[src/rtl/swbr_pkg.sv]
`default_nettype none

package swbr_pkg;

    // Fixed field widths
    localparam int unsigned LEVEL_W = 12;
    localparam int unsigned TIME_W  = 32;
    localparam int unsigned MODE_W  = 2;
    localparam int unsigned CHG_W   = 4;
    localparam int unsigned STRIP_W = 3;
    localparam int unsigned CODE_W  = 4;
    localparam int unsigned CFG_W   = 32;

    // Read completes after this many colour changes
    localparam logic [CHG_W-1:0]   CHANGES_PER_READ = 4'd8;
    localparam logic [CHG_W-1:0]   CHG_MAX          = 4'd15;
    localparam logic [STRIP_W-1:0] STRIP_MAX        = 3'd7;

    // Register reset values
    localparam logic [LEVEL_W-1:0] LEVEL_RESET = 12'd2684;
    localparam logic [TIME_W-1:0]  WIDTH_RESET = 32'd505;

    // Register indexes
    typedef enum logic [0:0] {
        CFG_LEVEL = 1'b0,
        CFG_WIDTH = 1'b1
    } cfg_index_t;

    // Item commands
    typedef enum logic [MODE_W-1:0] {
        MODE_SAMPLE = 2'd0,
        MODE_START  = 2'd1,
        MODE_STOP   = 2'd2,
        MODE_NOP    = 2'd3
    } mode_t;

    typedef struct packed {
        logic [LEVEL_W-1:0] level_threshold;
        logic [TIME_W-1:0]  width_threshold_ms;
    } cfg_t;

    typedef struct packed {
        logic [MODE_W-1:0]  mode;
        logic [LEVEL_W-1:0] sensor_level;
        logic [TIME_W-1:0]  time_ms;
    } item_t;

    typedef struct packed {
        logic               strip_done;
        logic               strip_bit;
        logic [TIME_W-1:0]  strip_width_ms;
        logic [STRIP_W-1:0] strips_seen;
        logic [CHG_W-1:0]   changes_seen;
        logic [CODE_W-1:0]  code_value;
        logic               reading;
        logic               finished;
    } result_t;

endpackage

`default_nettype wire

[src/rtl/swbr_cfg.sv]
`default_nettype none

module swbr_cfg
    import swbr_pkg::*;
(
    input  wire logic             aclk,
    input  wire logic             aresetn,
    input  wire logic             cfg_we,
    input  wire logic             cfg_index,
    input  wire logic [CFG_W-1:0] cfg_data,
    output cfg_t                  cfg
);

    logic [LEVEL_W-1:0] level_reg;
    logic [TIME_W-1:0]  width_reg;

    // Write the selected threshold register
    always_ff @(posedge aclk) begin
        if (!aresetn) begin
            level_reg <= LEVEL_RESET;
            width_reg <= WIDTH_RESET;
        end else if (cfg_we) begin
            unique case (cfg_index_t'(cfg_index))
                CFG_LEVEL: level_reg <= cfg_data[LEVEL_W-1:0];
                CFG_WIDTH: width_reg <= cfg_data[TIME_W-1:0];
            endcase
        end
    end

    assign cfg.level_threshold    = level_reg;
    assign cfg.width_threshold_ms = width_reg;

endmodule

`default_nettype wire

[src/rtl/swbr_decode.sv]
`default_nettype none

module swbr_decode
    import swbr_pkg::*;
(
    input  wire logic  aclk,
    input  wire logic  aresetn,
    input  wire logic  step,
    input  wire item_t item,
    input  wire cfg_t  cfg,
    output result_t    result
);

    logic               last_white_reg, last_white_next;
    logic [CHG_W-1:0]   change_count_reg, change_count_next;
    logic [TIME_W-1:0]  strip_start_reg, strip_start_next;
    logic               in_strip_reg, in_strip_next;
    logic               active_reg, active_next;
    logic               done_reg, done_next;
    logic [STRIP_W-1:0] strip_count_reg, strip_count_next;
    logic [CODE_W-1:0]  code_reg, code_next;

    logic               white;
    logic               ended;
    logic               bit_val;
    logic [TIME_W-1:0]  width;

    assign white = item.sensor_level > cfg.level_threshold;

    // Decode one item against the read state
    always_comb begin
        last_white_next   = last_white_reg;
        change_count_next = change_count_reg;
        strip_start_next  = strip_start_reg;
        in_strip_next     = in_strip_reg;
        active_next       = active_reg;
        done_next         = done_reg;
        strip_count_next  = strip_count_reg;
        code_next         = code_reg;
        ended             = 1'b0;
        bit_val           = 1'b0;
        width             = '0;

        unique case (mode_t'(item.mode))
            MODE_START: begin
                if (!active_reg) begin
                    last_white_next   = white;
                    change_count_next = '0;
                    strip_start_next  = '0;
                    in_strip_next     = 1'b0;
                    active_next       = 1'b1;
                    done_next         = 1'b0;
                    strip_count_next  = '0;
                    code_next         = '0;
                end
            end
            MODE_STOP: begin
                active_next = 1'b0;
            end
            MODE_SAMPLE: begin
                if (active_reg && !done_reg) begin
                    if (white != last_white_reg) begin
                        if (change_count_reg != CHG_MAX) begin
                            change_count_next = change_count_reg + 1'b1;
                        end
                        if (white) begin
                            strip_start_next = item.time_ms;
                            in_strip_next    = 1'b1;
                        end else if (in_strip_reg) begin
                            // End a white strip and shift its bit into the code
                            width         = item.time_ms - strip_start_reg;
                            in_strip_next = 1'b0;
                            if (strip_count_reg != STRIP_MAX) begin
                                strip_count_next = strip_count_reg + 1'b1;
                            end
                            bit_val   = !(width < cfg.width_threshold_ms);
                            code_next = {code_reg[CODE_W-2:0], bit_val};
                            ended     = 1'b1;
                        end
                        last_white_next = white;
                    end
                    if (change_count_next >= CHANGES_PER_READ) begin
                        done_next   = 1'b1;
                        active_next = 1'b0;
                    end
                end
            end
            MODE_NOP: begin
            end
        endcase
    end

    // Advance the read state once per item
    always_ff @(posedge aclk) begin
        if (!aresetn) begin
            last_white_reg   <= 1'b0;
            change_count_reg <= '0;
            strip_start_reg  <= '0;
            in_strip_reg     <= 1'b0;
            active_reg       <= 1'b0;
            done_reg         <= 1'b0;
            strip_count_reg  <= '0;
            code_reg         <= '0;
        end else if (step) begin
            last_white_reg   <= last_white_next;
            change_count_reg <= change_count_next;
            strip_start_reg  <= strip_start_next;
            in_strip_reg     <= in_strip_next;
            active_reg       <= active_next;
            done_reg         <= done_next;
            strip_count_reg  <= strip_count_next;
            code_reg         <= code_next;
        end
    end

    assign result.strip_done     = ended;
    assign result.strip_bit      = bit_val;
    assign result.strip_width_ms = width;
    assign result.strips_seen    = strip_count_next;
    assign result.changes_seen   = change_count_next;
    assign result.code_value     = code_next;
    assign result.reading        = active_next;
    assign result.finished       = done_next;

    a_active_not_done: assert property (@(posedge aclk) disable iff (!aresetn)
        !(active_reg && done_reg))
        else $error("read active and finished at once");

    a_change_bound: assert property (@(posedge aclk) disable iff (!aresetn)
        change_count_reg <= CHANGES_PER_READ)
        else $error("change count beyond read length");

    a_strip_bound: assert property (@(posedge aclk) disable iff (!aresetn)
        strip_count_reg <= 3'd4)
        else $error("more than four strips in one read");

    a_strip_counts_change: assert property (@(posedge aclk) disable iff (!aresetn)
        step && result.strip_done |-> result.changes_seen == change_count_reg + 1'b1)
        else $error("strip ended without a counted change");

endmodule

`default_nettype wire

[src/rtl/strip_width_barcode_reader.sv]
`default_nettype none

// Strip width barcode reader. Each input beat carries a command (sample, start,
// stop, no-op), a 12-bit reflectance sample and a wrapping millisecond timestamp,
// and yields exactly one result beat with the strip just ended (if any) and the
// read status after the update. One beat is taken per clock while the result
// register is free or being drained by m_ready; an accepted beat is held in the
// input register, updates the read state as it moves into the result register,
// and is presented from there. Thresholds are written through cfg_we/cfg_index/
// cfg_data; the user must write them only while idle, which the block does not enforce.
module strip_width_barcode_reader
    import swbr_pkg::*;
(
    input  wire logic               aclk,
    input  wire logic               aresetn,

    input  wire logic               cfg_we,
    input  wire logic               cfg_index,
    input  wire logic [CFG_W-1:0]   cfg_data,

    input  wire logic               s_valid,
    output logic                    s_ready,
    input  wire logic [MODE_W-1:0]  s_mode,
    input  wire logic [LEVEL_W-1:0] s_sensor_level,
    input  wire logic [TIME_W-1:0]  s_time_ms,

    output logic                    m_valid,
    input  wire logic               m_ready,
    output logic                    m_strip_done,
    output logic                    m_strip_bit,
    output logic [TIME_W-1:0]       m_strip_width_ms,
    output logic [STRIP_W-1:0]      m_strips_seen,
    output logic [CHG_W-1:0]        m_changes_seen,
    output logic [CODE_W-1:0]       m_code_value,
    output logic                    m_reading,
    output logic                    m_finished
);

    cfg_t    cfg;
    item_t   in_item_reg;
    logic    in_valid_reg;
    result_t out_reg;
    logic    out_valid_reg;
    result_t result;
    logic    advance;

    swbr_cfg u_cfg (
        .aclk      (aclk),
        .aresetn   (aresetn),
        .cfg_we    (cfg_we),
        .cfg_index (cfg_index),
        .cfg_data  (cfg_data),
        .cfg       (cfg)
    );

    // Move the held beat into the result register when it is free
    assign advance = in_valid_reg && (!out_valid_reg || m_ready);
    assign s_ready = !in_valid_reg || advance;

    swbr_decode u_decode (
        .aclk    (aclk),
        .aresetn (aresetn),
        .step    (advance),
        .item    (in_item_reg),
        .cfg     (cfg),
        .result  (result)
    );

    // Input register
    always_ff @(posedge aclk) begin
        if (!aresetn) begin
            in_valid_reg <= 1'b0;
        end else if (s_ready) begin
            in_valid_reg <= s_valid;
        end
    end

    always_ff @(posedge aclk) begin
        if (s_valid && s_ready) begin
            in_item_reg.mode         <= s_mode;
            in_item_reg.sensor_level <= s_sensor_level;
            in_item_reg.time_ms      <= s_time_ms;
        end
    end

    // Result register
    always_ff @(posedge aclk) begin
        if (!aresetn) begin
            out_valid_reg <= 1'b0;
        end else if (advance) begin
            out_valid_reg <= 1'b1;
        end else if (m_ready) begin
            out_valid_reg <= 1'b0;
        end
    end

    always_ff @(posedge aclk) begin
        if (advance) begin
            out_reg <= result;
        end
    end

    assign m_valid          = out_valid_reg;
    assign m_strip_done     = out_reg.strip_done;
    assign m_strip_bit      = out_reg.strip_bit;
    assign m_strip_width_ms = out_reg.strip_width_ms;
    assign m_strips_seen    = out_reg.strips_seen;
    assign m_changes_seen   = out_reg.changes_seen;
    assign m_code_value     = out_reg.code_value;
    assign m_reading        = out_reg.reading;
    assign m_finished       = out_reg.finished;

endmodule

`default_nettype wire
[config.mk]
export PLATFORM = sky130hd
export DESIGN_NAME = strip_width_barcode_reader
export DESIGN_NICKNAME = d
export VERILOG_FILES = /design/src/rtl/swbr_pkg.sv /design/src/rtl/swbr_cfg.sv /design/src/rtl/swbr_decode.sv /design/src/rtl/strip_width_barcode_reader.sv
export SDC_FILE = /design/constraint.sdc
export NUM_CORES = 1
export LEC_CHECK = 0
export ABC_AREA = 1
export ABC_CLOCK_PERIOD_IN_PS = 7600
export BUFFER_PORTS_ARGS = -buffer_cell sky130_fd_sc_hd__clkbuf_2
export CAP_MARGIN = 20
export CORE_ASPECT_RATIO = 1.25
export CORE_MARGIN = 8
export CORE_UTILIZATION = 45
export CTS_BUF_LIST = sky130_fd_sc_hd__clkbuf_2 sky130_fd_sc_hd__clkbuf_4 sky130_fd_sc_hd__clkbuf_8
export CTS_CLUSTER_SIZE = 10
export DETAILED_ROUTE_END_ITERATION = 7
export MAX_ROUTING_LAYER = met4
export SYNTH_ARGS = -nofsm -noshare
export SYNTH_HDL_FRONTEND = slang
export SYNTH_SLANG_ARGS = --single-unit
export TNS_END_PERCENT = 20
[constraint.sdc]
create_clock -name aclk -period 7.6 [get_ports aclk]
set_input_delay 0.38 -clock aclk [delete_from_list [all_inputs] [get_ports aclk]]
set_output_delay 0.38 -clock aclk [all_outputs]
set_load 0.01 [all_outputs]
* Yosys cells after proc, flatten, opt, wreduce, memory -nomap -nowiden
Cells that the tools add are included.
** Word-level totals
- Register bits after elaboration :: 186
- Input bits :: 84
- Output and inout port bits :: 49
- Word-level logic and storage cells :: 105
** Operators by class
- $add $sub $neg :: 3
- Magnitude comparators :: 3
- Eq/ne operators :: 9
- Multiplexer cells :: 44
- Bitwise operators :: 5
- Reduce and logical (&&, ||, !) cells :: 18
** Operators with widths (count)
- 32-bit two-way mux :: 4
- 32-bit case mux with 2 select lines :: 1
- 4-bit two-way mux :: 11
- 32-bit < comparator :: 1
- 32-bit subtractor :: 1
- 3-bit two-way mux :: 6
- 4-bit case mux with 2 select lines :: 2
- 1-bit two-way mux :: 15
- 12-bit greater-than comparator :: 1
- 2-bit by 1-bit inequality test with 1-bit output, second input constant :: 3
- 1-bit case mux with 2 select lines :: 3
- 3-bit case mux with 2 select lines :: 1
- 6-bit AND reduction :: 1
- 1-bit inverter :: 5
- 5-bit AND reduction :: 1
- 5-bit OR reduction :: 1
- 4-bit by 1-bit adder with 4-bit output, second input constant :: 1
- 4-bit >= comparator, second input constant :: 1
- 1-bit logical NOT :: 4
- 4-bit inequality test, second input constant :: 1
- 2-bit AND reduction :: 2
- 2-bit nonzero test :: 2
- 4-bit OR reduction :: 1
- 3-bit by 1-bit adder with 3-bit output, second input constant :: 1
- 9 further kinds :: 12

* Depth between registers and ports, before layout
- Depth in word-level cells :: 9
- Gate-level depth with buffers :: 26
- Mapped depth without buffers :: 26

* Hierarchy
Synthesis repeated with hierarchy kept, for this count alone.
** Second synthesis, totals
- Cell total of the unflattened synthesis :: 1262
- Area, all modules :: 10359.9 um^2
** By module, submodules not included
- swbr_decode :: times used 1, cells an instance 951, area each 5890.6 um^2
- strip_width_barcode_reader :: times used 1, cells an instance 106, area each 2887.8 um^2
- swbr_cfg :: times used 1, cells an instance 205, area each 1581.5 um^2

* Worst setup path before layout
OpenSTA, ideal clock, no wires.
- Path type :: register -> register
- Start :: register in_item_reg[0] in the netlist's numbering
- End :: register u_decode.code_reg[0]
- Data arrival time :: 3.055 ns
- Required time :: 7.485 ns
- Path slack :: 4.429 ns
- Cell stages (with the launch flop) :: 25
- Buffers on the path :: 0
- Path through :: edfxtp_1 -> inv_1 -> ha_1 -> inv_1 -> fa_1 -> nand2_1 -> nand2_1 -> o21ai_0 -> o21ai_0 -> nand2_1 -> nand2_1 -> a21oi_1 -> o21ai_0 -> xor2_1 -> inv_1 -> ha_1 -> nand2_1 -> o21ai_0 -> o21bai_1 -> a31oi_1 -> nand2_1 -> nand2_1 -> nand2_1 -> o21ai_0 -> inv_1
** RTL lines
- start: declaration :: RTL line strip_width_barcode_reader.sv:40 : item_t in_item_reg;
- end signal: assignment :: RTL line swbr_decode.sv:112 : code_reg <= code_next;
- end: declaration :: RTL line swbr_decode.sv:21 : logic [CODE_W-1:0] code_reg, code_next;

==> impl_metrics.tcl <==
set metrics [dict create \
    status "finished clean" \
    avgSynthCellArea_um2 8.33 \
    viasPerCell 4.95 \
    r2r_end "u_decode.code_reg[0]" \
    p_int_mw 1.50 \
    core-area_um2 21500 \
    worstPathRequired_ns 7.97 \
    antenna_cells 0 \
    syn-cell-area_um2 9820 \
    synth_area_leader_cell "edfxtp_1" \
    ctsResizeCount 0 \
    power_frac_comb_pct 16.0 \
    worst_pin_slew_ns 0.931 \
    path_cells "inv_1 > ha_1 > inv_1 > fa_1 > nand2_1 > nand2_1 > o21ai_0 > inv_1 > a21oi_1 > o21ai_0 > nand4_1 > nand2_1 > xor2_1 > ha_1 > nand2_1 > o21ai_0 > nand2_1 > o211ai_1 > a31oi_1 > nand2_1 > nand2_1 > nand2_1 > o21ai_0 > inv_1" \
    hold_end "in_item_reg[5]" \
    routabilityCongestion 0.913 \
    synth-seq-area-share_pct 47.4 \
    grt_use_total_pct 18.2 \
    hpwl_mm 18.7 \
    worstSetupStartpointType "register" \
    yosys.cell_count.top_type "nand2_1" \
    p_switching_mw 0.627 \
    row_count 60 \
    slowest_stage "edfxtp_1" \
    path_class "reg -> reg" \
    die-width_um 148 \
    grt_start_max_net_pins 53 \
    drive_gt1_share_pct 14.6 \
    clockBufferDepth 2 \
    nNetsFinal 1468 \
    area_delta_synth_final_pct 13.4 \
    cts_tree "built" \
    whs_path_depth 1 \
    initial_core_util_pct 45.7 \
    clock_latency_ns 0.47 \
    synth_top_area_share_pct 28.4 \
    grt-ovfl-total 0 \
    worstHoldPathType "in -> reg" \
    cts_buffers 17 \
    arrival_ns 4.03 \
    synthCells 1179 \
    layout_min_cycle_time_ns 3.66 \
    antenna_found_initial 0 \
    cp_top_family "compound AO/OA/AOI/OAI gates" \
    power.share.switching_pct 29.5 \
    synth_area_leaders "edfxtp_1, dfxtp_1, nand2_1" \
    synth-main-ff-cell "edfxtp_1" \
    grt_pass1_vias 7599 \
    synthDistinctLibCells 42 \
    synth_commonest_cells "nand2_1, inv_1, a21oi_1, dfxtp_1, edfxtp_1" \
    max_freq_ghz 0.274 \
    dr.first_iter.drc_count 489 \
    post_cts_buffers 0 \
    cts_sinks 186 \
    largest_reg_flops 46 \
    cts-root-buf "clkbuf_8" \
    worstSetupStartpoint "in_item_reg[0]" \
    r2r_start "in_item_reg[0]" \
    finalNonFillerCells 1599 \
    hold_start "s_time_ms[5]" \
    power_leakage_nw 4.99 \
    setup_viol 0 \
    dpl.cell_count 1566 \
    grt_pass1_wl_mm 37.8 \
    num_vias 7915 \
    dieArea_um2 26800 \
    p_clk_share_pct 31.1 \
    crit_fanout 3 \
    clk_pin_slew_worst_paths_ns 0.10 \
    antenna_left 0 \
    endpoint_kind "register" \
    cpMostUsedCell "nand2_1" \
    ys_ff_latch 186 \
    cp_num_cells 24 \
    syn_nets 1340 \
    synth-edff-count 93 \
    slowest_delay_ns 0.40 \
    dieHeight_um 181 \
    synthArstFlopShare_pct 0 \
    r2r.worst_path.cells 24 \
    maxSlewViolCount 0 \
    report.final.hold_viol_count 0 \
    ir_worst_vdd_mv 0.108 \
    drt-pass1-iter-count 5 \
    wire_per_inst_um 14.9 \
    port_buffers 132 \
    wirelength_mm 23.8 \
    min_period_over_period_pct 48.1 \
    r2r_slack_ns 3.94 \
    seqPwrFrac_pct 52.9 \
    power.density_nw_per_um2 191 \
    crit_buf_inv 4 \
    cap_viol_max_count 0 \
    io_pins 133 \
    cts_htree_levels 4 \
    setup_tns_ns 0 \
    ys_warn_count 0 \
    postCtsHoldBufs 0 \
    drc_errors 0 \
    fin_skew_ns 0.0129 \
    slew_headroom_pct 37.7 \
    grt_setup_unrepaired "false" \
]
## layout by cell type (no fill, tap or decap), types with 24 or more instances in the layout
cell	synthesis	final
o21ai_0	68	68
clkbuf_2	0	132
nor2_1	86	86
nand3_1	45	45
xor2_1	24	24
ha_1	76	76
edfxtp_1	93	93
nand2_1	257	257
a21oi_1	127	127
inv_1	197	195
dfxtp_1	93	93
## power groups by stage
stage / logic, mW / registers [mW] / clock network, mW
global placement: 0.335 / 1.15 / 0
floorplan: 0.229 / 1.15 / 0
finish: 0.341 / 1.12 / 0.660
detailed placement: 0.341 / 1.15 / 0
CTS: 0.342 / 1.12 / 0.686
global route: 0.389 / 1.13 / 0.719
## worst max-delay path by stage
stage,to,slack (ns)
2_1_floorplan,u_decode.code_reg[0],4.43
3_3_place_gp,u_decode.code_reg[0],4.05
3_5_place_dp,u_decode.code_reg[0],3.99
4_1_cts,u_decode.code_reg[0],3.97
5_1_grt,u_decode.code_reg[0],3.51
6_report,u_decode.code_reg[0],3.94
## metal layers
metal	routed length (um)	GRT usage, %	vias up
met5	0	-	-
met4	489	6.05	0
met3	852	3.13	28
met2	12000	31.7	167
met1	10400	20.8	3596
li1	-	-	4124
## cell families (layout without fill, tap and decap cells)
kind of cell / Yosys count / count (layout) / synth area share, %
buffers and inverters: 230 / 371 / 9.20
XOR/XNOR: 26 / 26 / 2.32
AO/OA/AOI/OAI: 231 / 231 / 13.0
adder cells (fa/ha/maj): 77 / 77 / 9.89
flip-flops: 186 / 186 / 47.4
AND/OR/NAND/NOR: 429 / 429 / 18.2
## per-stage QoR
| stage | worst slack (ns) | hold slack, ns | util [%] | power [mW] | area [um2] |
|---|---|---|---|---|---|
| after floorplan | 4.43 | 0.435 | - | 1.38 | 9820 |
| after global routing | 3.51 | 0.0368 | 51.8 | 2.24 | 11100 |
| after global placement | 4.05 | 0.447 | 49.9 | 1.48 | 10700 |
| final | 3.94 | 0.0700 | 51.8 | 2.12 | 11100 |
| after CTS | 3.97 | 0.0296 | 51.7 | 2.15 | 11100 |
| after detailed placement | 3.99 | 0.452 | 49.9 | 1.49 | 10700 |
## final cells by class
class / count / area (um2)
fillers: 2139 / 10300
flip-flops and latches: 186 / 4650
multi-input cells: 763 / 4260
inverters: 200 / 751
repair buffers: 139 / 726
well taps: 279 / 349
clock buffers: 17 / 234
clock inverters: 15 / 155
(Power assumes the default switching activity.)
